==> src/rtl/core/lk2_pkg.sv <==
// Shared types, constants and the mixing row function for the lookup2 byte stream hash.
// Depends on nothing; the gatherer, mixer, result queue and top refer to it by scoped names.
`default_nettype none

package lk2_pkg;

    typedef logic [31:0] word_t;

    localparam word_t GOLDEN_WORD = 32'h9e3779b9;

    localparam logic [3:0] LAST_POS = 4'd11;

    localparam int MIX_ROWS = 9;
    localparam int FIN_WAIT = MIX_ROWS + 2;

    localparam logic [4:0] MIX_SHIFT [MIX_ROWS] = '{
        5'd13, 5'd8, 5'd13, 5'd12, 5'd16, 5'd5, 5'd3, 5'd10, 5'd15
    };
    localparam logic [MIX_ROWS-1:0] MIX_LEFT = 9'b010010010;

    localparam int RES_DEPTH = 32;
    localparam int RES_AW    = $clog2(RES_DEPTH);
    localparam int RES_CW    = $clog2(RES_DEPTH + 1);

    typedef struct packed {
        logic  valid;
        word_t part_a;
        word_t part_b;
        word_t part_c;
    } block_job_t;

    typedef struct packed {
        logic  valid;
        word_t tail_a;
        word_t tail_b;
        word_t tail_c;
    } finish_job_t;

    typedef struct packed {
        logic  valid;
        logic  finish;
        word_t a;
        word_t b;
        word_t c;
    } mix_job_t;

    function automatic word_t mix_row(
        input word_t      x,
        input word_t      y,
        input word_t      z,
        input logic [4:0] sh,
        input logic       left
    );
        word_t d;
        d = x - y - z;
        return left ? (d ^ (z << sh)) : (d ^ (z >> sh));
    endfunction

endpackage

`default_nettype wire

==> src/rtl/core/lk2_in_if.sv <==
// Input channel of the lookup2 byte stream hash: one message byte per transaction.
// Stands alone; carries valid, ready and the byte payload.
`default_nettype none

interface lk2_in_if;
    logic       valid;
    logic       ready;
    logic [7:0] data_byte;
    logic       last;
    logic       empty_msg;

    modport source (output valid, output data_byte, output last, output empty_msg,
                    input ready);
    modport sink (input valid, input data_byte, input last, input empty_msg,
                  output ready);
endinterface

`default_nettype wire

==> src/rtl/core/lk2_out_if.sv <==
// Output channel of the lookup2 byte stream hash: one hash value per transaction.
// Stands alone; carries valid, ready and the hash payload.
`default_nettype none

interface lk2_out_if;
    logic        valid;
    logic        ready;
    logic [31:0] hash_value;

    modport source (output valid, output hash_value, input ready);
    modport sink (input valid, input hash_value, output ready);
endinterface

`default_nettype wire

==> src/rtl/core/lk2_gather.sv <==
// Byte gatherer: packs bytes into three little-endian words, issues a block job per
// twelve bytes and a delayed finish job per message. Depends on lk2_pkg.
`default_nettype none

module lk2_gather (
    input  wire logic                clk,
    input  wire logic                rst_n,
    input  wire logic                accept,
    input  wire logic [7:0]          data_byte,
    input  wire logic                last,
    input  wire logic                empty_msg,
    output lk2_pkg::block_job_t      blk,
    output lk2_pkg::finish_job_t     fin
);

    lk2_pkg::word_t       part_a_reg, part_a_next;
    lk2_pkg::word_t       part_b_reg, part_b_next;
    lk2_pkg::word_t       part_c_reg, part_c_next;
    lk2_pkg::word_t       byte_total_reg, byte_total_next;
    logic [3:0]           block_pos_reg, block_pos_next;
    lk2_pkg::block_job_t  blk_reg, blk_next;
    logic                 fin0_valid_reg, fin0_valid_next;
    lk2_pkg::word_t       fin0_a_reg, fin0_b_reg, fin0_c_reg, fin0_total_reg;
    lk2_pkg::finish_job_t fin_line_reg [1:lk2_pkg::FIN_WAIT];
    lk2_pkg::word_t       shifted;

    always_comb
    begin
        shifted         = lk2_pkg::word_t'(data_byte) << {block_pos_reg[1:0], 3'b000};
        part_a_next     = part_a_reg;
        part_b_next     = part_b_reg;
        part_c_next     = part_c_reg;
        byte_total_next = byte_total_reg;
        block_pos_next  = block_pos_reg;
        blk_next        = '0;
        if (accept && !empty_msg)
        begin
            case (block_pos_reg[3:2])
                2'd0:    part_a_next = part_a_reg | shifted;
                2'd1:    part_b_next = part_b_reg | shifted;
                default: part_c_next = part_c_reg | shifted;
            endcase
            byte_total_next = byte_total_reg + 32'd1;
            if (block_pos_reg == lk2_pkg::LAST_POS)
            begin
                blk_next.valid  = 1'b1;
                blk_next.part_a = part_a_next;
                blk_next.part_b = part_b_next;
                blk_next.part_c = part_c_next;
                part_a_next     = '0;
                part_b_next     = '0;
                part_c_next     = '0;
                block_pos_next  = '0;
            end
            else
            begin
                block_pos_next = block_pos_reg + 4'd1;
            end
        end
        fin0_valid_next = accept && last;
    end

    always_ff @(posedge clk or negedge rst_n)
    begin
        if (!rst_n)
        begin
            part_a_reg     <= '0;
            part_b_reg     <= '0;
            part_c_reg     <= '0;
            byte_total_reg <= '0;
            block_pos_reg  <= '0;
            blk_reg        <= '0;
            fin0_valid_reg <= 1'b0;
        end
        else
        begin
            blk_reg        <= blk_next;
            fin0_valid_reg <= fin0_valid_next;
            if (fin0_valid_next)
            begin
                part_a_reg     <= '0;
                part_b_reg     <= '0;
                part_c_reg     <= '0;
                byte_total_reg <= '0;
                block_pos_reg  <= '0;
            end
            else
            begin
                part_a_reg     <= part_a_next;
                part_b_reg     <= part_b_next;
                part_c_reg     <= part_c_next;
                byte_total_reg <= byte_total_next;
                block_pos_reg  <= block_pos_next;
            end
        end
    end

    always_ff @(posedge clk)
    begin
        fin0_a_reg     <= part_a_next;
        fin0_b_reg     <= part_b_next;
        fin0_c_reg     <= part_c_next;
        fin0_total_reg <= byte_total_next;
    end

    // The finish job waits until any block mix of the same message has been written back.
    always_ff @(posedge clk or negedge rst_n)
    begin
        if (!rst_n)
        begin
            for (int k = 1; k <= lk2_pkg::FIN_WAIT; k++)
            begin
                fin_line_reg[k] <= '0;
            end
        end
        else
        begin
            fin_line_reg[1].valid  <= fin0_valid_reg;
            fin_line_reg[1].tail_a <= fin0_a_reg;
            fin_line_reg[1].tail_b <= fin0_b_reg;
            fin_line_reg[1].tail_c <= fin0_total_reg + {fin0_c_reg[23:0], 8'h00};
            for (int k = 2; k <= lk2_pkg::FIN_WAIT; k++)
            begin
                fin_line_reg[k] <= fin_line_reg[k-1];
            end
        end
    end

    assign blk = blk_reg;
    assign fin = fin_line_reg[lk2_pkg::FIN_WAIT];

endmodule

`default_nettype wire

==> src/rtl/core/lk2_mixer.sv <==
// Nine-row pipelined lookup2 mixer; each stage updates one of the three words.
// Depends on lk2_pkg for the job type, the shift table and the row function.
`default_nettype none

module lk2_mixer (
    input  wire logic              clk,
    input  wire logic              rst_n,
    input  wire lk2_pkg::mix_job_t job_in,
    output lk2_pkg::mix_job_t      job_out
);

    lk2_pkg::mix_job_t st_reg [0:lk2_pkg::MIX_ROWS];

    always_ff @(posedge clk or negedge rst_n)
    begin
        if (!rst_n)
        begin
            st_reg[0] <= '0;
        end
        else
        begin
            st_reg[0] <= job_in;
        end
    end

    for (genvar r = 0; r < lk2_pkg::MIX_ROWS; r++)
    begin : g_row
        lk2_pkg::mix_job_t row_next;

        always_comb
        begin
            row_next = st_reg[r];
            if (r % 3 == 0)
            begin
                row_next.a = lk2_pkg::mix_row(st_reg[r].a, st_reg[r].b, st_reg[r].c,
                                              lk2_pkg::MIX_SHIFT[r], lk2_pkg::MIX_LEFT[r]);
            end
            else if (r % 3 == 1)
            begin
                row_next.b = lk2_pkg::mix_row(st_reg[r].b, st_reg[r].c, st_reg[r].a,
                                              lk2_pkg::MIX_SHIFT[r], lk2_pkg::MIX_LEFT[r]);
            end
            else
            begin
                row_next.c = lk2_pkg::mix_row(st_reg[r].c, st_reg[r].a, st_reg[r].b,
                                              lk2_pkg::MIX_SHIFT[r], lk2_pkg::MIX_LEFT[r]);
            end
        end

        always_ff @(posedge clk or negedge rst_n)
        begin
            if (!rst_n)
            begin
                st_reg[r+1] <= '0;
            end
            else
            begin
                st_reg[r+1] <= row_next;
            end
        end
    end

    assign job_out = st_reg[lk2_pkg::MIX_ROWS];

endmodule

`default_nettype wire

==> src/rtl/core/lk2_result_fifo.sv <==
// Result queue holding finished hash values until the output side takes them.
// Depends on lk2_pkg for its depth and word type.
`default_nettype none

module lk2_result_fifo (
    input  wire logic           clk,
    input  wire logic           rst_n,
    input  wire logic           wr_en,
    input  wire lk2_pkg::word_t wr_data,
    input  wire logic           rd_en,
    output lk2_pkg::word_t      rd_data,
    output logic                not_empty
);

    lk2_pkg::word_t              mem [lk2_pkg::RES_DEPTH];
    logic [lk2_pkg::RES_AW-1:0]  wr_ptr_reg;
    logic [lk2_pkg::RES_AW-1:0]  rd_ptr_reg;
    logic [lk2_pkg::RES_CW-1:0]  count_reg;
    logic                        out_valid_reg;
    lk2_pkg::word_t              out_data_reg;
    logic                        mem_pop;

    function automatic logic [lk2_pkg::RES_AW-1:0] ptr_inc(
        input logic [lk2_pkg::RES_AW-1:0] p
    );
        return (p == lk2_pkg::RES_AW'(lk2_pkg::RES_DEPTH - 1)) ? '0 : p + 1'b1;
    endfunction

    // The head entry moves into the output register whenever that register is free.
    assign mem_pop = (count_reg != '0) && (!out_valid_reg || rd_en);

    always_ff @(posedge clk)
    begin
        if (wr_en)
        begin
            mem[wr_ptr_reg] <= wr_data;
        end
        if (mem_pop)
        begin
            out_data_reg <= mem[rd_ptr_reg];
        end
    end

    always_ff @(posedge clk or negedge rst_n)
    begin
        if (!rst_n)
        begin
            wr_ptr_reg    <= '0;
            rd_ptr_reg    <= '0;
            count_reg     <= '0;
            out_valid_reg <= 1'b0;
        end
        else
        begin
            if (wr_en)
            begin
                wr_ptr_reg <= ptr_inc(wr_ptr_reg);
            end
            if (mem_pop)
            begin
                rd_ptr_reg <= ptr_inc(rd_ptr_reg);
            end
            if (wr_en && !mem_pop)
            begin
                count_reg <= count_reg + 1'b1;
            end
            else if (mem_pop && !wr_en)
            begin
                count_reg <= count_reg - 1'b1;
            end
            if (mem_pop)
            begin
                out_valid_reg <= 1'b1;
            end
            else if (rd_en)
            begin
                out_valid_reg <= 1'b0;
            end
        end
    end

    assign rd_data   = out_data_reg;
    assign not_empty = out_valid_reg;

endmodule

`default_nettype wire

==> src/rtl/core/lookup2_byte_stream_hash.sv <==
// Lookup2 byte stream hash, one message byte per transaction, one hash per message.
// Throughput is one input transaction per cycle; input ready drops only while 32
// results are outstanding, which is the depth of the result queue.
// From the last byte to a valid hash, the result passes the finish wait line,
// the mixer input register and the nine-row mixing pipeline, then the result queue
// write and its output register.
// Asynchronous active-low reset loads the golden ratio word and clears all counters.
`default_nettype none

module lookup2_byte_stream_hash (
    input  wire logic  clk,
    input  wire logic  rst_n,
    lk2_in_if.sink     msg,
    lk2_out_if.source  res
);

    logic                        in_accept;
    logic                        out_accept;
    logic [lk2_pkg::RES_CW-1:0]  outstanding_reg;
    lk2_pkg::word_t              mix_a_reg, mix_b_reg, mix_c_reg;
    lk2_pkg::block_job_t         blk;
    lk2_pkg::finish_job_t        fin;
    lk2_pkg::mix_job_t           mix_in;
    lk2_pkg::mix_job_t           mix_out;
    lk2_pkg::word_t              fifo_data;
    logic                        fifo_not_empty;

    assign msg.ready  = (outstanding_reg != lk2_pkg::RES_CW'(lk2_pkg::RES_DEPTH));
    assign in_accept  = msg.valid && msg.ready;
    assign out_accept = res.valid && res.ready;

    always_ff @(posedge clk or negedge rst_n)
    begin
        if (!rst_n)
        begin
            outstanding_reg <= '0;
        end
        else if ((in_accept && msg.last) && !out_accept)
        begin
            outstanding_reg <= outstanding_reg + 1'b1;
        end
        else if (out_accept && !(in_accept && msg.last))
        begin
            outstanding_reg <= outstanding_reg - 1'b1;
        end
    end

    lk2_gather u_gather (
        .clk       (clk),
        .rst_n     (rst_n),
        .accept    (in_accept),
        .data_byte (msg.data_byte),
        .last      (msg.last),
        .empty_msg (msg.empty_msg),
        .blk       (blk),
        .fin       (fin)
    );

    always_comb
    begin
        mix_in.valid  = blk.valid || fin.valid;
        mix_in.finish = fin.valid;
        if (blk.valid)
        begin
            mix_in.a = mix_a_reg + blk.part_a;
            mix_in.b = mix_b_reg + blk.part_b;
            mix_in.c = mix_c_reg + blk.part_c;
        end
        else
        begin
            mix_in.a = mix_a_reg + fin.tail_a;
            mix_in.b = mix_b_reg + fin.tail_b;
            mix_in.c = mix_c_reg + fin.tail_c;
        end
    end

    lk2_mixer u_mixer (
        .clk     (clk),
        .rst_n   (rst_n),
        .job_in  (mix_in),
        .job_out (mix_out)
    );

    always_ff @(posedge clk or negedge rst_n)
    begin
        if (!rst_n)
        begin
            mix_a_reg <= lk2_pkg::GOLDEN_WORD;
            mix_b_reg <= lk2_pkg::GOLDEN_WORD;
            mix_c_reg <= '0;
        end
        else if (mix_out.valid && !mix_out.finish)
        begin
            mix_a_reg <= mix_out.a;
            mix_b_reg <= mix_out.b;
            mix_c_reg <= mix_out.c;
        end
        else if (fin.valid)
        begin
            mix_a_reg <= lk2_pkg::GOLDEN_WORD;
            mix_b_reg <= lk2_pkg::GOLDEN_WORD;
            mix_c_reg <= '0;
        end
    end

    lk2_result_fifo u_result_fifo (
        .clk       (clk),
        .rst_n     (rst_n),
        .wr_en     (mix_out.valid && mix_out.finish),
        .wr_data   (mix_out.c),
        .rd_en     (out_accept),
        .rd_data   (fifo_data),
        .not_empty (fifo_not_empty)
    );

    assign res.valid      = fifo_not_empty;
    assign res.hash_value = fifo_data;

`ifndef NO_ASSERTIONS
    a_no_job_clash: assert property (@(posedge clk) disable iff (!rst_n)
        !(blk.valid && fin.valid))
        else $error("block and finish jobs entered the mixer together");

    a_credit_bound: assert property (@(posedge clk) disable iff (!rst_n)
        outstanding_reg <= lk2_pkg::RES_CW'(lk2_pkg::RES_DEPTH))
        else $error("outstanding result count exceeds queue depth");

    a_result_has_credit: assert property (@(posedge clk) disable iff (!rst_n)
        res.valid |-> (outstanding_reg != '0))
        else $error("result offered with no outstanding message");

    a_finish_has_credit: assert property (@(posedge clk) disable iff (!rst_n)
        (mix_out.valid && mix_out.finish) |-> (outstanding_reg != '0))
        else $error("finished hash with no outstanding message");
`endif

endmodule

`default_nettype wire

==> src/flat_wrapper.sv <==
// flat-port wrapper written by rule: the top's interface ports become plain ports
module lookup2_byte_stream_hash_flat 
  (clk, rst_n, msg_valid, msg_data_byte, msg_last, msg_empty_msg, msg_ready, res_valid, res_hash_value, res_ready);
  lk2_in_if msg_i ();
  lk2_out_if res_i ();
  input  wire logic clk;
  input  wire logic rst_n;
  input wire logic [$bits(msg_i.valid)-1:0] msg_valid;
  input wire logic [$bits(msg_i.data_byte)-1:0] msg_data_byte;
  input wire logic [$bits(msg_i.last)-1:0] msg_last;
  input wire logic [$bits(msg_i.empty_msg)-1:0] msg_empty_msg;
  output wire logic [$bits(msg_i.ready)-1:0] msg_ready;
  output wire logic [$bits(res_i.valid)-1:0] res_valid;
  output wire logic [$bits(res_i.hash_value)-1:0] res_hash_value;
  input wire logic [$bits(res_i.ready)-1:0] res_ready;
  assign msg_i.valid = msg_valid;
  assign msg_i.data_byte = msg_data_byte;
  assign msg_i.last = msg_last;
  assign msg_i.empty_msg = msg_empty_msg;
  assign msg_ready = msg_i.ready;
  assign res_valid = res_i.valid;
  assign res_hash_value = res_i.hash_value;
  assign res_i.ready = res_ready;
  lookup2_byte_stream_hash u_core (.clk(clk), .rst_n(rst_n), .msg(msg_i), .res(res_i));
endmodule
==> config.mk <==
export PLATFORM = sky130hd
export DESIGN_NAME = lookup2_byte_stream_hash_flat
export DESIGN_NICKNAME = d
export VERILOG_FILES = /design/src/rtl/core/lk2_pkg.sv /design/src/rtl/core/lk2_in_if.sv /design/src/rtl/core/lk2_out_if.sv /design/src/rtl/core/lk2_gather.sv /design/src/rtl/core/lk2_mixer.sv /design/src/rtl/core/lk2_result_fifo.sv /design/src/rtl/core/lookup2_byte_stream_hash.sv /design/src/flat_wrapper.sv
export SDC_FILE = /design/constraint.sdc
export NUM_CORES = 2
export LEC_CHECK = 0
export ABC_CLOCK_PERIOD_IN_PS = 11550
export BUFFER_PORTS_ARGS = -buffer_cell sky130_fd_sc_hd__buf_4
export CORE_MARGIN = 2
export CORE_UTILIZATION = 45
export DETAILED_ROUTE_END_ITERATION = 6
export SLEW_MARGIN = 0
export SYNTH_ARGS = -nofsm -noshare
export SYNTH_HDL_FRONTEND = slang
export SYNTH_HIERARCHICAL = 1
export SYNTH_SLANG_ARGS = --single-unit
==> constraint.sdc <==
create_clock -name clk -period 11.55 [get_ports clk]
set_input_delay 2.31 -clock clk [delete_from_list [all_inputs] [get_ports clk]]
set_output_delay 2.31 -clock clk [all_outputs]
set_load 0.005 [all_outputs]
== Word level (Yosys, flattened, before mapping) ==
Memory sizes are Yosys's and may differ from the RTL's. A register that Yosys moved wholly into a read port is not among the register bits.
Cells that the tools add are included.
Word-level totals
  register bits: 2516
  bits in latches: 0
  bits in writable memories: 1024
  ROM bits: 0
  output and inout port bits: 34
  memories: 1
Memory list
  u_core.u_result_fifo.mem: words 32, bits a word 32, read ports 1, clocked after memory_dff 1, write ports 1, RTL line lk2_result_fifo.sv:15  | lk2_pkg::word_t mem [lk2_pkg::RES_DEPTH];
Operators by class
  add/sub/neg operators: 33
  multiply operators: 0
  divide/modulo/power cells: 0
  $lt $le $gt $ge: 0
  equality and inequality tests: 5
  shifts and indexed selects: 1
  multiplexer cells: 35
  bitwise gates (word level): 12
  reduce and logical (&&, ||, !) cells: 28
Operators by type and width (count)
  $mux 32: 19
  $sub 32x32->32: 18
  $add 32x32->32: 7
  $mux 97: 2
  $mux 96: 1
  $or 32x32->32: 3
  $xor 32x32->32: 3
  $xor 32x19->32: 2
  $add 32x1->32 const B: 1
  $shl 8x5->32: 1
  $xor 32x17->32: 1
  $xor 32x20->32: 1
  $xor 32x27->32: 1
  $xor 32x29->32: 1
  $mux 6: 4
  $add 6x1->6 const B: 2
  $mux 4: 3
  $sub 6x1->6 const B: 2
  $logic_and 1x1->1: 11
  $add 5x1->5 const B: 2
  $eq 5x5->1 const B: 2
  $mux 5: 2
  $reduce_bool 2->1: 5
  $logic_not 1->1: 7
  9 further kinds: 13

== Longest topological paths before layout ==
  word-level depth: 7
  mapped depth: 15
  mapped depth without buffers: 13

== Hierarchy ==
Netlist, hierarchy kept.
Modules (own cells, without submodules)
  lk2_mixer: instances 1, cells each 4052, area each 48642.9 µm², sequential area each 24523.5 µm²
  lk2_result_fifo: instances 1, cells each 2066, area each 41282.1 µm², sequential area each 32135.8 µm²
  lk2_gather: instances 1, cells each 2340, area each 40257.4 µm², sequential area each 34858.4 µm²
  lookup2_byte_stream_hash: instances 1, cells each 1205, area each 10078.4 µm², sequential area each 2602.5 µm²

== Worst setup path before layout ==
No wires, ideal clock.
  path kind: input-to-reg
  from: input port res_ready
  to: register u_core/u_result_fifo/count_reg[5] (netlist bit)
  setup time: 0.126 ns
  arrival time: 4.268 ns
  data required time: 11.424 ns
  slack: 7.156 ns
  cell stages on the path: 11
  cells stage by stage: nand2_1 -> inv_1 -> nand2b_1 -> o31ai_2 -> ha_1 -> inv_1 -> ha_1 -> or4_1 -> o211ai_1 -> nor3b_1 -> xnor2_1
Between the ends
  cells in the longest elaborated chain, start to end: 6
  elaborated cells on any way between the ends: 8
Ends and longest elaborated chain
  start: declaration: RTL line flat_wrapper.sv:15  | input wire logic [$bits(res_i.ready)-1:0] res_ready;
  $logic_and 1x1->1 *: RTL line lookup2_byte_stream_hash.sv:30  | assign out_accept = res.valid && res.ready;
  via u_core.out_accept: RTL line lookup2_byte_stream_hash.sv:18  | logic out_accept;
  $logic_or 1x1->1 *: RTL line lk2_result_fifo.sv:30  | assign mem_pop = (count_reg != '0) && (!out_valid_reg || rd_en);
  $logic_and 1x1->1 *: RTL line lk2_result_fifo.sv:30
  $logic_not 1->1: RTL line lk2_result_fifo.sv:63  | if (wr_en && !mem_pop)
  $logic_and 1x1->1: RTL line lk2_result_fifo.sv:63
  $mux 6 or $reduce_bool 2->1 (tied branches)
  end signal: assignment: RTL line lk2_result_fifo.sv:65  | count_reg <= count_reg + 1'b1;
  end signal: assignment: RTL line lk2_result_fifo.sv:69  | count_reg <= count_reg - 1'b1;
  end: declaration: RTL line lk2_result_fifo.sv:18  | logic [lk2_pkg::RES_CW-1:0] count_reg;
Mark *: on every way through the listed nets, which the timed path passes. The rest lies on a longest branch.
A chain may end at the register's enable or synchronous reset.

== Worst setup path in the final report ==
  from: register u_core/outstanding_reg[0] (netlist bit)
  to: output port msg_ready
Between the ends
  cells in the longest elaborated chain, start to end: 1
Ends and longest elaborated chain
  start: declaration: RTL line lookup2_byte_stream_hash.sv:19  | logic [lk2_pkg::RES_CW-1:0] outstanding_reg;
  start signal: assignment: RTL line lookup2_byte_stream_hash.sv:40  | outstanding_reg <= outstanding_reg + 1'b1;
  start signal: assignment: RTL line lookup2_byte_stream_hash.sv:44  | outstanding_reg <= outstanding_reg - 1'b1;
  $ne 6x6->1: RTL line lookup2_byte_stream_hash.sv:28  | assign msg.ready = (outstanding_reg != lk2_pkg::RES_CW'(lk2_pkg::RES_DEPTH));
  end: declaration: RTL line flat_wrapper.sv:12  | output wire logic [$bits(msg_i.ready)-1:0] msg_ready;
Every way passes these cells.

==> metrics.csv <==
stage,metric,value,unit
critical_path,"Largest stage delay, worst path",0.52,ns
sta,setup repair after global routing missed its margin,false,
clock_tree,postcts setup bufs,0,
layout,Register Area,0.0941,mm²
critical_path,cell family with most CP delay,simple AND/OR/NAND/NOR gates,
placement,post-DP HPWL,227000,µm
hold_path,worst min-delay path class,flip-flop to flip-flop,
layout,Final #Nets,10400,
floorplanning,initial cell density of the core,45.3,%
layout,Final Core Density,50.5,%
job,max_cap viols,0,
critical_path,r2r startpoint,u_core/u_gather/blk[96],
logic_synthesis,Synth area leader,dfrtp_1,
logic_synthesis,asr flop ratio synth,67.1,%
critical_path,WP depth,3,
routing,ANT nets after route,0,
floorplanning,die area,0.316,mm²
logic_synthesis,register area share after synthesis,67.1,%
logic_synthesis,Synth area leaders,"dfrtp_1, edfxtp_1, fa_1, ha_1, xnor2_1",
global_routing,first-pass GRT wire length,519000,µm
layout,layout cell share with drive strength beyond 1,13.0,%
floorplanning,row count,204,
clock_tree,clock root buffer,clkbuf_16,
routing,drt first pass iters,7,
clock_tree,Clock Tree Buf Depth,4,
global_routing,vias in the first global route,78300,
clock_tree,Sink Count,3572,
critical_path,CP max FO,4,
critical_path,Worst R2R Setup Slack,6.75,ns
sta,Final Cycle Share,41.8,%
critical_path,Startpoint Class,flip-flop,
global_routing,largest net degree at the start of global routing,199,
placement,Setup WS pre-CTS,6.02,ns
clock_tree,hold buffers post-CTS,0,
placement,Buffers on Ports,47,
clock_tree,CTS buffer count,358,
logic_synthesis,Syn Nets,10400,
outcome,failing checks,DRC,
critical_path,cells on worst reg2reg path,13,
critical_path,crit path capture,msg_ready,
layout,max reg flops,1024,
critical_path,WP buf/inv,1,
layout,fillers,25700,
sta,final hold vios,0,
logic_synthesis,"EDFF count, synth",1056,
layout,Finished Cell Area,0.156,mm²
clock_tree,htree depth,5,
routing,# DRC,1,
sta,Fmax achieved,0.207,GHz
global_routing,initial antenna violation count,32,
sta,Worst-Margin Slew,1.29,ns
floorplanning,Die Height,562,µm
sta,min cycle time layout,4.82,ns
floorplanning,Core Region,0.310,mm²
critical_path,Critical Path AT,2.51,ns
sta,Clock Skew,0.0606,ns
critical_path,Worst setup EP type,output pin,
sta,Setup TNS Final,0,ns
logic_synthesis,Gate Count Post-Synth,9663,
sta,PnR worst setup slack,6.73,ns
critical_path,slowest stage cell on the critical path,nand3b_1,
sta,Final setup viols,0,
placement,Post-DP Area,0.144,mm²
logic_synthesis,Seq cells post-synth,3572,
clock_tree,Resize count post-CTS,0,
routing,vias,76400,
logic_synthesis,Mapped Area,0.140,mm²
clock_tree,clock slew seen by the registers of the worst setup and hold paths,0.06,ns
placement,Placer Congestion,0.956,
clock_tree,worst skew pair latency,0.91,ns
logic_synthesis,post-synth cell types,112,
global_routing,GRT Overall Usage,22.1,%
floorplanning,Ports,48,
global_routing,grt ovf,0,
logic_synthesis,yosys warns,6,
layout,multi-input logic area,0.0413,mm²
floorplanning,Die Width,562,µm
critical_path,CP required,9.24,ns
routing,initial drt markers,6597,
routing,Via density,5.42,
logic_synthesis,post-synthesis average cell area,14.5,µm²
logic_synthesis,top-area cell type share of the netlist area,42.0,%
critical_path,CP Cell Sequence,nor4_1 > nand3b_1 > buf_4,
critical_path,Critical R2R Capture,u_core/u_mixer/st_reg[970],
clock_tree,CTS tree,built,
routing,wire per inst,24.7,µm
logic_synthesis,Post-synth top flop,dfrtp_1,
outcome,outcome,"finished, violations left",
routing,total wire length,348000,µm
sta,Max Slew Vio Count,0,
critical_path,Worst Setup SP,u_core/outstanding_reg[0],
sta,Slew HR,14.2,%
layout,Area Growth Syn to Fin,11.6,%
critical_path,Crit Path Class,flip-flop to output pin,
## routing by layer
| metal | vias to the layer above | track usage [%] | wire, µm |
|---|---|---|---|
| met4 | 2 | 6.36 | 9450 |
| met3 | 510 | 3.33 | 23300 |
| met5 | - | 0 | 7 |
| li1 | 33600 | - | - |
| met1 | 39800 | 32.9 | 157000 |
| met2 | 2485 | 33.9 | 158000 |
## cells by family (layout without fill, tap and decap cells)
| family | Yosys count | after routing | share of synthesized area, % |
|---|---|---|---|
| multiplexers | 425 | 425 | 4.43 |
| XOR/XNOR | 634 | 634 | 3.96 |
| AO/OA/AOI/OAI | 1610 | 1610 | 7.48 |
| flip-flops | 3572 | 3572 | 67.1 |
| adder cells (fa/ha/maj) | 711 | 711 | 7.84 |
| other | 0 | 22 | 0 |
| buffers and inverters | 1149 | 1453 | 3.66 |
| AND/OR/NAND/NOR | 1562 | 1562 | 5.52 |
## final cells by class
cell class / instances / area share [%]
flip-flops and latches: 3572 / 60.2
multi-input cells: 4942 / 26.4
clock buffers: 468 / 6.30
well taps: 4120 / 3.29
inverters: 656 / 1.58
clock inverters: 190 / 1.48
repair buffers: 139 / 0.776
diodes: 22 / 0.0352
## placed cells by master (no fill, tap or decap), drive strengths merged, types with 41 or more instances in the layout
master | Yosys | layout
inv | 656 | 669
nand2 | 346 | 346
and3 | 99 | 99
buf | 254 | 139
nor3 | 208 | 208
a21o | 208 | 208
o22ai | 69 | 69
o21ai | 349 | 349
mux2 | 290 | 290
nand4 | 50 | 50
nor2b | 102 | 102
o21bai | 41 | 41
bufinv | 0 | 43
nor2 | 400 | 400
clkinv | 0 | 120
nand3 | 100 | 100
a211oi | 94 | 94
and2 | 50 | 50
nand2b | 93 | 93
clkbuf | 239 | 468
xor2 | 197 | 197
a22o | 75 | 75
fa | 279 | 279
a31oi | 122 | 122
a21oi | 410 | 410
mux4 | 128 | 128
dfxtp | 120 | 120
dfrtp | 2356 | 2356
xnor2 | 437 | 437
edfxtp | 1056 | 1056
ha | 432 | 432
## metrics by stage
| step | hold slack, ns | instances |
|---|---|---|
| finish | 0.312 | 14100 |
| global route | 0.321 | 14100 |
| CTS | 0.303 | 14100 |
| detailed placement | 0.320 | 13400 |
| global placement | 0.317 | 13400 |
| floorplan | 0.316 | 9663 |
## Yosys cell counts (all sizes together), types with 12 or more instances
cell type	instances
a211oi	94
or4	38
nor2b	102
clkbuf	239
mux2	290
buf	254
o21ai	349
dfstp	40
fa	279
a31o	16
a31oi	122
nand2	346
dfrtp	2356
a21o	208
o21bai	41
a211o	14
dfxtp	120
nor3	208
xor2	197
or2	13
o22ai	69
and3	99
a2111oi	13
o21a	34
nor2	400
a22o	75
a21oi	410
ha	432
o211ai	23
and4	13
inv	656
o31ai	23
and2	50
nand3	100
edfxtp	1056
xnor2	437
nor4	12
nand4	50
nand2b	93
mux4	128
## worst min-delay path by stage
stage                                           start                                 end  cells past startpoint
detailed placement      u_core/u_gather/fin0_b_reg[9]  u_core/u_gather/fin_line_reg[1011]                      0
finish              u_core/u_gather/fin_line_reg[854]   u_core/u_gather/fin_line_reg[757]                      0
global route        u_core/u_gather/fin_line_reg[725]   u_core/u_gather/fin_line_reg[628]                      0
floorplan               u_core/u_gather/fin0_b_reg[0]  u_core/u_gather/fin_line_reg[1002]                      0
CTS                 u_core/u_gather/fin_line_reg[854]   u_core/u_gather/fin_line_reg[757]                      0
global placement       u_core/u_gather/fin0_b_reg[29]  u_core/u_gather/fin_line_reg[1031]                      0
Power is not shown: default switching activity piles up to over one toggle a cycle in this logic, so the estimate is an artifact.
